--- src/rtl/bpa_pkg.sv ---
// package: types, constants and address helpers for the buddy page allocator
package bpa_pkg;

  localparam int PAGE_BITS = 16;
  localparam int LEVELS    = 11;
  localparam int LVL_W     = 4;
  localparam int CUR_W     = LVL_W + 1;
  localparam int CNT_W     = PAGE_BITS + 1;
  localparam int SADDR_W   = PAGE_BITS + 1;
  localparam int PADDR_W   = PAGE_BITS;
  localparam int STACK_DEPTH = 2 ** SADDR_W;
  localparam int PAIR_DEPTH  = 2 ** PADDR_W;

  typedef logic [PAGE_BITS-1:0] page_t;

  typedef enum logic [1:0] {
    ST_OK            = 2'd0,
    ST_OOM           = 2'd1,
    ST_BAD_LEVEL     = 2'd2,
    ST_BUDDY_MISSING = 2'd3
  } status_e;

  typedef enum logic {
    CMD_ALLOC = 1'b0,
    CMD_FREE  = 1'b1
  } cmd_e;

  typedef struct packed {
    logic             cmd;
    logic [LVL_W-1:0] level;
    page_t            page;
  } in_item_t;

  typedef struct packed {
    page_t      alloc_page;
    logic [1:0] status;
  } out_item_t;

  typedef enum logic [4:0] {
    S_CLEAR, S_IDLE, S_DISPATCH,
    S_A_SEARCH, S_A_RDTOP, S_A_RDPAIR, S_A_TOGGLE, S_A_PUSHLO, S_A_PUSHHI,
    S_F_CHECK, S_F_RDPAIR, S_F_DECIDE, S_F_KINIT, S_F_RDK, S_F_CMP,
    S_F_MOVE, S_F_WRMOVE, S_F_MERGE, S_F_PUSH, S_DONE
  } state_e;

  typedef enum logic [3:0] {
    OP_NONE, OP_LOAD, OP_CLEAR, OP_NEXT_LV, OP_RD_TOP, OP_RD_PAIR_TOP, OP_TOGGLE,
    OP_PUSH_LO, OP_PUSH_HI, OP_RD_PAIR, OP_K_INIT, OP_RD_K, OP_RD_NEXT,
    OP_WR_MOVE, OP_MERGE, OP_PUSH_SET
  } dp_op_e;

  typedef struct packed {
    dp_op_e  op;
    logic    emit;
    status_e res_status;
    logic    res_page;
  } ctrl_cmd_t;

  typedef struct packed {
    logic cur_ge;
    logic cur_top;
    logic cnt_zero;
    logic at_req;
    logic pair_bit;
    logic k_zero;
    logic match;
    logic move_more;
    logic out_free;
    logic clr_last;
    logic req_bad;
  } dp_stat_t;

  function automatic logic [SADDR_W-1:0] stack_base(input logic [LVL_W-1:0] lv);
    logic [SADDR_W:0] span;
    span = ((SADDR_W+1)'(1) << (SADDR_W - int'(lv))) - (SADDR_W+1)'(1);
    return ~span[SADDR_W-1:0];
  endfunction

  function automatic logic [CNT_W-1:0] stack_cap(input logic [LVL_W-1:0] lv);
    return CNT_W'(1) << (PAGE_BITS - int'(lv));
  endfunction

  function automatic logic [PADDR_W-1:0] pair_idx(input logic [LVL_W-1:0] lv,
                                                  input page_t pg);
    logic [PADDR_W:0] span;
    logic [PADDR_W-1:0] base;
    span = ((PADDR_W+1)'(1) << (PADDR_W - int'(lv))) - (PADDR_W+1)'(1);
    base = ~span[PADDR_W-1:0];
    return base + PADDR_W'(pg >> (int'(lv) + 1));
  endfunction

  function automatic page_t align(input page_t pg, input logic [LVL_W-1:0] lv);
    return (pg >> lv) << lv;
  endfunction

endpackage

--- src/rtl/bpa_ctrl.sv ---
// controller: sequences allocate and free operations over the datapath
module bpa_ctrl (
  input  logic                 clk_i,
  input  logic                 rst_ni,
  input  logic                 in_valid_i,
  input  logic                 in_cmd_i,
  output logic                 in_stall_o,
  input  bpa_pkg::dp_stat_t    stat_i,
  output bpa_pkg::ctrl_cmd_t   cmd_o
);

  bpa_pkg::state_e  state_q, state_d;
  bpa_pkg::status_e res_q, res_d;
  logic             rpage_q, rpage_d;
  logic             free_q, free_d;

  always_ff @(posedge clk_i or negedge rst_ni) begin
    if (!rst_ni) begin
      state_q <= bpa_pkg::S_CLEAR;
      res_q   <= bpa_pkg::ST_OK;
      rpage_q <= 1'b0;
      free_q  <= 1'b0;
    end else begin
      state_q <= state_d;
      res_q   <= res_d;
      rpage_q <= rpage_d;
      free_q  <= free_d;
    end
  end

  assign in_stall_o = (state_q != bpa_pkg::S_IDLE);

  always_comb begin
    state_d = state_q;
    res_d   = res_q;
    rpage_d = rpage_q;
    free_d  = free_q;
    cmd_o.op         = bpa_pkg::OP_NONE;
    cmd_o.emit       = 1'b0;
    cmd_o.res_status = res_q;
    cmd_o.res_page   = rpage_q;
    unique case (state_q)
      bpa_pkg::S_CLEAR: begin
        cmd_o.op = bpa_pkg::OP_CLEAR;
        if (stat_i.clr_last) state_d = bpa_pkg::S_IDLE;
      end
      bpa_pkg::S_IDLE: begin
        if (in_valid_i) begin
          cmd_o.op = bpa_pkg::OP_LOAD;
          free_d   = (in_cmd_i == bpa_pkg::CMD_FREE);
          state_d  = bpa_pkg::S_DISPATCH;
        end
      end
      bpa_pkg::S_DISPATCH: begin
        rpage_d = 1'b0;
        res_d   = bpa_pkg::ST_OK;
        if (!free_q) state_d = bpa_pkg::S_A_SEARCH;
        else if (stat_i.req_bad) begin
          res_d   = bpa_pkg::ST_BAD_LEVEL;
          state_d = bpa_pkg::S_DONE;
        end else state_d = bpa_pkg::S_F_CHECK;
      end
      bpa_pkg::S_A_SEARCH: begin
        if (stat_i.cur_ge) begin
          res_d   = bpa_pkg::ST_OOM;
          state_d = bpa_pkg::S_DONE;
        end else if (stat_i.cnt_zero) cmd_o.op = bpa_pkg::OP_NEXT_LV;
        else state_d = bpa_pkg::S_A_RDTOP;
      end
      bpa_pkg::S_A_RDTOP: begin
        cmd_o.op = bpa_pkg::OP_RD_TOP;
        state_d  = bpa_pkg::S_A_RDPAIR;
      end
      bpa_pkg::S_A_RDPAIR: begin
        cmd_o.op = bpa_pkg::OP_RD_PAIR_TOP;
        state_d  = bpa_pkg::S_A_TOGGLE;
      end
      bpa_pkg::S_A_TOGGLE: begin
        cmd_o.op = bpa_pkg::OP_TOGGLE;
        if (stat_i.at_req) begin
          rpage_d = 1'b1;
          state_d = bpa_pkg::S_DONE;
        end else state_d = bpa_pkg::S_A_PUSHLO;
      end
      bpa_pkg::S_A_PUSHLO: begin
        cmd_o.op = bpa_pkg::OP_PUSH_LO;
        state_d  = bpa_pkg::S_A_PUSHHI;
      end
      bpa_pkg::S_A_PUSHHI: begin
        cmd_o.op = bpa_pkg::OP_PUSH_HI;
        state_d  = bpa_pkg::S_A_RDTOP;
      end
      bpa_pkg::S_F_CHECK: begin
        state_d = stat_i.cur_top ? bpa_pkg::S_F_PUSH : bpa_pkg::S_F_RDPAIR;
      end
      bpa_pkg::S_F_RDPAIR: begin
        cmd_o.op = bpa_pkg::OP_RD_PAIR;
        state_d  = bpa_pkg::S_F_DECIDE;
      end
      bpa_pkg::S_F_DECIDE: begin
        state_d = stat_i.pair_bit ? bpa_pkg::S_F_KINIT : bpa_pkg::S_F_PUSH;
      end
      bpa_pkg::S_F_KINIT: begin
        cmd_o.op = bpa_pkg::OP_K_INIT;
        state_d  = bpa_pkg::S_F_RDK;
      end
      bpa_pkg::S_F_RDK: begin
        if (stat_i.k_zero) begin
          res_d   = bpa_pkg::ST_BUDDY_MISSING;
          state_d = bpa_pkg::S_DONE;
        end else begin
          cmd_o.op = bpa_pkg::OP_RD_K;
          state_d  = bpa_pkg::S_F_CMP;
        end
      end
      bpa_pkg::S_F_CMP: begin
        state_d = stat_i.match ? bpa_pkg::S_F_MOVE : bpa_pkg::S_F_RDK;
      end
      bpa_pkg::S_F_MOVE: begin
        if (stat_i.move_more) begin
          cmd_o.op = bpa_pkg::OP_RD_NEXT;
          state_d  = bpa_pkg::S_F_WRMOVE;
        end else state_d = bpa_pkg::S_F_MERGE;
      end
      bpa_pkg::S_F_WRMOVE: begin
        cmd_o.op = bpa_pkg::OP_WR_MOVE;
        state_d  = bpa_pkg::S_F_MOVE;
      end
      bpa_pkg::S_F_MERGE: begin
        cmd_o.op = bpa_pkg::OP_MERGE;
        state_d  = bpa_pkg::S_F_CHECK;
      end
      bpa_pkg::S_F_PUSH: begin
        cmd_o.op = bpa_pkg::OP_PUSH_SET;
        state_d  = bpa_pkg::S_DONE;
      end
      bpa_pkg::S_DONE: begin
        if (stat_i.out_free) begin
          cmd_o.emit = 1'b1;
          state_d    = bpa_pkg::S_IDLE;
        end
      end
      default: state_d = bpa_pkg::S_IDLE;
    endcase
  end

endmodule

--- config.mk ---
export PLATFORM = sky130hd
export DESIGN_NAME = bpa_ctrl
export DESIGN_NICKNAME = d
export VERILOG_FILES = /design/src/rtl/bpa_pkg.sv /design/src/rtl/bpa_ctrl.sv
export SDC_FILE = /design/constraint.sdc
export NUM_CORES = 1
export LEC_CHECK = 0
export BUFFER_PORTS_ARGS = -buffer_cell sky130_fd_sc_hd__buf_2
export CORE_UTILIZATION = 45
export CTS_CLUSTER_SIZE = 28
export DETAILED_ROUTE_END_ITERATION = 6
export PLACE_DENSITY = 0.79
export SLEW_MARGIN = 25
export SYNTH_ARGS = -nofsm -noshare
export SYNTH_HDL_FRONTEND = slang
export SYNTH_SLANG_ARGS = --single-unit
export TNS_END_PERCENT = 100
--- constraint.sdc ---
create_clock -name clk_i -period 5.1 [get_ports clk_i]
set_clock_uncertainty 0.2 [all_clocks]
set_input_delay 0.765 -clock clk_i [delete_from_list [all_inputs] [get_ports clk_i]]
set_output_delay 0.765 -clock clk_i [all_outputs]
set_load 0.05 [all_outputs]
After elaboration in Yosys (flattened, before gate mapping)
Index checks and enable logic that the tools add are counted.

Equal/unequal tests: 27. Multiplexer cells: 29. Reductions and logical operators: 7.

Operators with widths (count): $pmux W5 S20 (1); $pmux W4 S15 (1); $mux W5 (11); $eq A5 B4 Y1 const B (8); $eq A5 B3 Y1 const B (4); $eq A5 B5 Y1 const B (4); $mux W2 (7); $ne A2 B2 Y1 const B (6); $eq A5 B2 Y1 const B (2); $mux W4 (2); $pmux W2 S3 (1); $eq A5 B1 Y1 const B (1); $logic_not A5 Y1 (1); $mux W1 (5); $ne A5 B1 Y1 const B (1); $reduce_and A2 Y1 (2); $reduce_and A4 Y1 (1); $ne A3 B3 Y1 const B (1); $reduce_and A3 Y1 (1); $reduce_bool A3 Y1 (1); $pmux W1 S2 (1); $reduce_bool A2 Y1 (1).

Flip-flop bits (word level): 9. Input port bits: 15. Output and inout bits: 9. Word-level logic and storage cells: 67.

Longest topological paths before layout
Gate-level depths: netlist of run 1.

Depth after elaboration: 3. Depth in mapped cells: 6.

Least setup slack after synthesis of run 1
Ideal clock, no wire load.

Path kind: flip-flop to output port. Start point: register state_q[0]. End point: output cmd_o[7] (netlist bit). Data arrival time: 2179 ps. Required time: 4135 ps. Path slack: 1956 ps. Stages on the path, launching flop included: 7. Path through: dfrtp_1 buf_2 buf_4 nand3_1 o21ai_0 a21oi_1 o31ai_1.

RTL lines: start, declared (RTL line bpa_ctrl.sv:12) `bpa_pkg::state_e state_q, state_d;`; start signal, assigned (RTL line bpa_ctrl.sv:19) `state_q <= bpa_pkg::S_CLEAR;`; start signal, assigned (RTL line bpa_ctrl.sv:24) `state_q <= state_d;`; end, declared (RTL line bpa_ctrl.sv:9) `output bpa_pkg::ctrl_cmd_t cmd_o`.

==> flow_metrics.tcl, run 1 <==
set metrics [dict create \
    status "completed" \
    path_clk_slew_ns 0.06 \
    max_cap_violations 0 \
    htreeDepth 1 \
    grt_pass1_vias 944 \
    path_max_fanout 32 \
    cp-end-kind "output pin" \
    worst_path_max_delay_cell "dfrtp_1" \
    numPortBuffers 23 \
    vias 1082 \
    worst_hold_path_type "input port to asynchronous set/reset pin" \
    diodes 0 \
    ctsHoldBuffers 0 \
    crit_path_cell_trace "and3b_1, nand4b_1, o211ai_1, buf_2" \
    cts_buffer_depth 2 \
    setup_tns_ns 0 \
    antenna_left 0 \
    cts-buffers-inserted 3 \
    grt_usage 0.236 \
    cts_tree "done" \
    postCtsSetupRepairBufs 0 \
    leakage_nw 0.500 \
    drt-initial-drc-count 47 \
    hold_viol_final 0 \
    cts-resized-gates 0 \
    ys_ff_latch 9 \
    ys.flop_type "dfrtp_1" \
    drcViolationCount 0 \
    die_height_um 49.2 \
    avgSynthCellArea_sq_um 7.64 \
    synth.area.top_cells "dfrtp_1, nand3_1, a21oi_1" \
    placementRows 16 \
    critical_path_class "flip-flop to output pin" \
    fin_crit_sh 0.617 \
    setup_viol 0 \
    whs_ns 0.132 \
    crit_arrival_ns 2.18 \
    tightest_slew_ns 0.922 \
    rsz0062_at_grt "no" \
    synth.top_cell.area_share 0.225 \
    syn_area_sq_mm 0.00100 \
    critPathLaunchType "flip-flop" \
    dp_hpwl_mm 1.81 \
    yosysSeqAreaShare 0.225 \
    synth-edff-count 0 \
    grt_max_degree 33 \
    coreArea_sq_mm 0.00202 \
    antenna_found_initial 0 \
    routedWlPerCell_um 14.8 \
    start_util 0.495 \
    ys_warn_count 0 \
    first_pass_iters 4 \
    cts_num_sinks 9 \
    wl_mm 2.54 \
    final_nets 161 \
    synthCells 131 \
    viasPerCell 6.29 \
    period_minus_slack_ns 3.15 \
    final_util 0.537 \
    gp_congestion 0.908 \
    relSlewSlack 0.386 \
    area_growth_pct 8.37 \
    slew_viol_final 0 \
    crit_required_ns 4.14 \
    syn_nets 146 \
    ys_async_sr_fraction 1.00 \
    drive_above_1_share 0.228 \
    fmax_ghz 0.318 \
    synth_top_area_cell "dfrtp_1" \
    io_pins 24 \
    r2r.worst_path.cells 4 \
    clk_latency_ns 0.27 \
    powerDensity_mw_per_mm2 663 \
    synth.distinct_cells 48 \
    cts_root_buffer "clkbuf_4" \
    cp_slowest_stage_delay_ns 0.95 \
    dieWidth_um 49.2 \
    grt_pass1_wl_mm 4.28 \
    dieArea_sq_mm 0.00242 \
    overflow 0 \
    max-vdd-ir-drop_mv 0.377 \
]
==> cell usage in the layout (no fill, tap or decap), drive strengths merged, types with 4 or more instances in the layout <==
| master | count |
|---|---|
| a31oi | 4 |
| and3 | 4 |
| a21oi | 10 |
| nand2 | 11 |
| clkbuf | 4 |
| buf | 23 |
| dfrtp | 9 |
| nand2b | 4 |
| o21ai | 7 |
| inv | 4 |
| nor2 | 8 |
| nor3 | 5 |
| nand3 | 11 |
==> logic make-up (layout without fill, tap and decap cells) <==
kind of cell,count (synthesis),count (layout),share of synthesized area
muxes,2,2,0.0225
AOI/OAI and AO/OA,39,39,0.263
and+or+nand+nor,63,63,0.375
DFF,9,9,0.225
buffers and inverters,17,31,0.106
xor gates and xnor gates,1,1,0.00875
==> cell type report <==
type | instances | area [sq um]
tap | 27 | 33.8
multi-input combinational | 105 | 669
timing repair buffer | 23 | 115
clock buffer | 4 | 26.3
sequential | 9 | 225
fill | 207 | 937
inverter | 4 | 15.0
==> registers in the layout, summed over array words and instances, names as in the netlist <==
| signal | cells |
|---|---|
| state_q | 5 |
| res_q | 2 |
| free_q | 1 |
| rpage_q | 1 |
==> layer usage <==
metal / routed length [um] / GRT usage / part of all wire
met5: 0 / 0 / 0
met2: 1180 / 0.342 / 0.46
met3: 186 / 0.0623 / 0.073
met4: 79 / 0.137 / 0.031
met1: 1090 / 0.311 / 0.43
==> worst max-delay path, delay by kind of cell (launching register included) <==
family | cells | cell delay [ns]
compound gates | 1 | 0.14
simple gates | 2 | 0.54
buf+inv | 1 | 0.29
flops | 1 | 0.95
==> power by group <==
part / internal (W) / leakage (nW) / switching, W / total, W
logic: 0.000170 / 0.373 / 0.000280 / 0.000450
registers: 0.000101 / 0.112 / 0.000111 / 0.000213
clock network: 0.0000302 / 0.0150 / 0.0000262 / 0.0000564
==> per-stage QoR <==
| step | setup slack (ns) | instances | power [W] | area [sq um] |
|---|---|---|---|---|
| after global placement | 2.33 | 168 | 0.000648 | 1060 |
| after CTS | 1.97 | 172 | 0.000719 | 1080 |
| after detailed placement | 2.26 | 168 | 0.000658 | 1060 |
| final | 1.95 | 172 | 0.000720 | 1080 |
| after global routing | 1.68 | 172 | 0.000778 | 1080 |
| after floorplan | 1.96 | 131 | 0.000598 | 1000 |
==> synth_stat cells (2+ instances only) <==
| cell type | n |
|---|---|
| nor2_1 | 8 |
| a21oi_1 | 10 |
| nand3b_1 | 2 |
| o211ai_1 | 2 |
| a21o_1 | 2 |
| inv_1 | 4 |
| nand3_1 | 11 |
| nor4b_1 | 2 |
| nand4_1 | 3 |
| buf_4 | 5 |
| nand2_1 | 11 |
| nand2b_1 | 4 |
| nor3_1 | 5 |
| a31oi_1 | 3 |
| nor3b_1 | 2 |
| o21ai_0 | 7 |
| and3_1 | 4 |
| a211oi_1 | 3 |
| nor2b_1 | 2 |
| buf_6 | 2 |
| dfrtp_1 | 9 |
| buf_2 | 4 |
==> worst paths after layout <==
| kind | endpoint | slack (ns) | from |
|---|---|---|---|
| max | cmd_o[5] | 1.95 | state_q[0] |
| min | res_q[0] | 0.13 | rst_ni |
| max reg2reg | state_q[0] | 2.80 | state_q[0] |
| min reg2reg | res_q[0] | 0.32 | res_q[0] |
| max in group asynchronous | res_q[1] | 4.39 | rst_ni |
| min in group clk_i | res_q[0] | 0.32 | res_q[0] |
No activity file was read; power rests on OpenSTA's default activity.
==> inputs of run 2 (changes only) <==
--- a/config.mk
+++ b/config.mk
@@ -5,6 +5,7 @@
 export SDC_FILE = /design/constraint.sdc
 export NUM_CORES = 1
 export LEC_CHECK = 0
+export ABC_AREA = 1
 export BUFFER_PORTS_ARGS = -buffer_cell sky130_fd_sc_hd__buf_2
 export CORE_UTILIZATION = 45
 export CTS_CLUSTER_SIZE = 28
==> constraint.sdc (replaced) <==
create_clock -name clk_i -period 2.96 [get_ports clk_i]
set_clock_uncertainty 0.2 [all_clocks]
set_input_delay 0.444 -clock clk_i [delete_from_list [all_inputs] [get_ports clk_i]]
set_output_delay 0.444 -clock clk_i [all_outputs]
set_load 0.05 [all_outputs]
==> run 2 against run 1 <==
Net effect:
- die area is 3.5% lower
- flip-flop and latch count unchanged
- non-clock buffer count is 1 higher
==> flow_metrics.tcl, run 2 <==
set metrics [dict create \
    status "completed" \
    reg2reg_slack_ns 1.06 \
    power_frac_comb 0.733 \
    worstHoldStart "in_cmd_i" \
    grt_pass1_wl_mm 4.42 \
    ys_warn_count 0 \
    setup_viol 0 \
    dpl_cell_area_sq_mm 0.00109 \
    worst_hold_path_type "input port to flip-flop" \
    rsz0062_at_grt "no" \
    numPortBuffers 23 \
    die_height_um 48.3 \
    antenna_left 0 \
    fill_cells 206 \
    max_cap_violations 0 \
    yosys.area_share.simple 0.564 \
    finalPower_w 0.00125 \
    ys.flop_type "dfrtp_1" \
    dieArea_sq_mm 0.00233 \
    start_util 0.487 \
    path_clk_slew_ns 0.06 \
    pre_cts_ws_ns 0.673 \
    reg2reg_to "state_q[1]" \
    synth.distinct_cells 24 \
    whs_endpoint "free_q" \
    crit_path_cell_trace "nor2_1, nand2_1, nor2_1, nor2_1, o2111ai_1, buf_2" \
    crit_top_cell "nor2_1" \
    diodes 0 \
    grt_max_degree 13 \
    synthCells 163 \
    ys_async_sr_fraction 1.00 \
    grt_usage 0.239 \
    reg.largest.list "state_q x5, res_q x2" \
    grt_pass1_vias 1028 \
    synth_top_family_by_area "simple AND/OR/NAND/NOR gates" \
    clk_latency_ns 0.25 \
    synth-edff-count 0 \
    synth_most_common_cell "nand2_1" \
    cp_top_family "simple AND/OR/NAND/NOR gates" \
    cts_num_sinks 9 \
    cts-resized-gates 0 \
    viasPerCell 5.41 \
    seqCellArea_sq_um 225 \
    largest_reg_flops 5 \
    synth.area.top_cells "dfrtp_1, nand2_1, nor2_1" \
    worst_path_max_delay_cell "dfrtp_1" \
    routedWlPerCell_um 12.2 \
    hold_depth 2 \
    area_growth_pct 17.2 \
    drive_above_1_share 0.249 \
    period_minus_slack_ns 2.64 \
    cts_buffer_depth 2 \
    crit_buf_inv 1 \
    p_sw_frac 0.617 \
    leakage_nw 0.696 \
    overflow 0 \
    dieWidth_um 48.3 \
    final_common_cell "nand2_1" \
    tightest_slew_ns 0.475 \
    layout.cells.non_filler 216 \
    critPathLaunchType "flip-flop" \
    setup_tns_ns 0 \
    critical_path_class "flip-flop to output pin" \
    synth_commonest_cells "nand2_1, nor2_1, inv_1" \
    crit_arrival_ns 2.00 \
    relSlewSlack 0.682 \
    cts_root_buffer "clkbuf_4" \
    antenna_found_initial 0 \
    max-vdd-ir-drop_mv 0.624 \
    path_max_fanout 6 \
    finalInstanceArea_sq_mm 0.00113 \
    multi_input_area_sq_um 631 \
    regMostFlops "state_q" \
    layout_setup_ws_ns 0.318 \
    cp_slowest_stage_delay_ns 0.44 \
    syn_nets 178 \
    synth_adder_area_share 0 \
    coreArea_sq_mm 0.00198 \
    p_int_w 0.000479 \
    wl_mm 2.63 \
    synth.top_cell.area_share 0.233 \
    reg2reg_from "state_q[1]" \
    drcViolationCount 0 \
    yosysSeqAreaShare 0.233 \
    gp_congestion 0.968 \
    synth_top_area_cell "dfrtp_1" \
    placementRows 16 \
    avgSynthCellArea_sq_um 5.92 \
    fmax_ghz 0.378 \
    drt-initial-drc-count 58 \
    seq_power_share 0.193 \
    slew_viol_final 0 \
    cts-buffers-inserted 3 \
    htreeDepth 1 \
    fin_crit_sh 0.893 \
    synth_compound_area_frac 0.0778 \
    first_pass_iters 4 \
    r2r.worst_path.cells 8 \
    crit_required_ns 2.32 \
    most-common-layout-cells "nand2_1, nor2_1, buf_2, inv_1, nand3_1" \
    cp-end-kind "output pin" \
    cts_tree "done" \
    p_clk_frac 0.073 \
    placed_cells 211 \
    final_nets 205 \
    p_sw_w 0.000773 \
    dp_hpwl_mm 2.23 \
    hold_viol_final 0 \
    io_pins 24 \
    powerDensity_mw_per_mm2 1110 \
    synth-xor-area-share 0 \
    muxShareOfSynthArea 0.0117 \
    vias 1168 \
    ys_ff_latch 9 \
    syn_area_sq_um 965 \
]
run 2: kinds of logic (layout without fill, tap and decap cells):
| kind of cell | after synthesis | in the layout |
|---|---|---|
| buffers and inverters | 26 | 52 |
| and+or+nand+nor | 115 | 115 |
| muxes | 1 | 1 |
| DFF | 9 | 9 |
| AOI/OAI and AO/OA | 12 | 12 |
run 2: cell type report:
| class | instances | share of cell area |
|---|---|---|
| Timing Repair Buffer | 24 | 0.111 |
| Clock buffer | 4 | 0.0232 |
| Multi-Input combinational cell | 128 | 0.558 |
| Sequential cell | 9 | 0.199 |
| Inverter | 24 | 0.0796 |
| Tap cell | 27 | 0.0299 |
run 2: what timing repair did:
item / 4_1_cts / 5_1_grt
hold buffers: 1 / 0
buffers inserted: 0 / 0
endpoints found under the hold margin: 9 / 0
setup endpoints to repair: 0 / 0
run 2: per-layer routing:
layer | global-route usage | vias to the layer above | part of all wire
li1 | - | 576 | -
met1 | 0.316 | 523 | 0.44
met2 | 0.406 | 62 | 0.46
met3 | 0.0157 | 7 | 0.078
met4 | 0.0980 | 0 | 0.016
met5 | 0 | - | 0
run 2: stage by stage:
| step | hold WS [ns] | util |
|---|---|---|
| floorplan | -0.0516 | - |
| global placement | 0.101 | 0.552 |
| finish | 0.217 | 0.571 |
| global route | 0.226 | 0.571 |
| detailed placement | 0.106 | 0.552 |
| CTS | 0.220 | 0.571 |
run 2: how the worst max path moves through the flow:
stage | from | endpoint | slack [ns] | cells past startpoint
final | state_q[1] | cmd_o[5] | 0.32 | 6
after detailed placement | state_q[0] | cmd_o[5] | 0.67 | 6
after CTS | state_q[0] | cmd_o[5] | 0.39 | 6
after floorplan | state_q[2] | cmd_o[3] | 0.45 | 5
after global placement | state_q[0] | cmd_o[5] | 0.67 | 6
after global routing | state_q[0] | cmd_o[5] | 0.20 | 6
run 2: power groups by stage:
stage	clock, W	sequential (W)	combinational, W
after CTS	0.0000923	0.000240	0.000911
after floorplan	0	0.000274	0.000690
after global routing	0.0000977	0.000250	0.00100
final	0.0000919	0.000242	0.000918
after global placement	0	0.000239	0.000907
after detailed placement	0	0.000242	0.000907
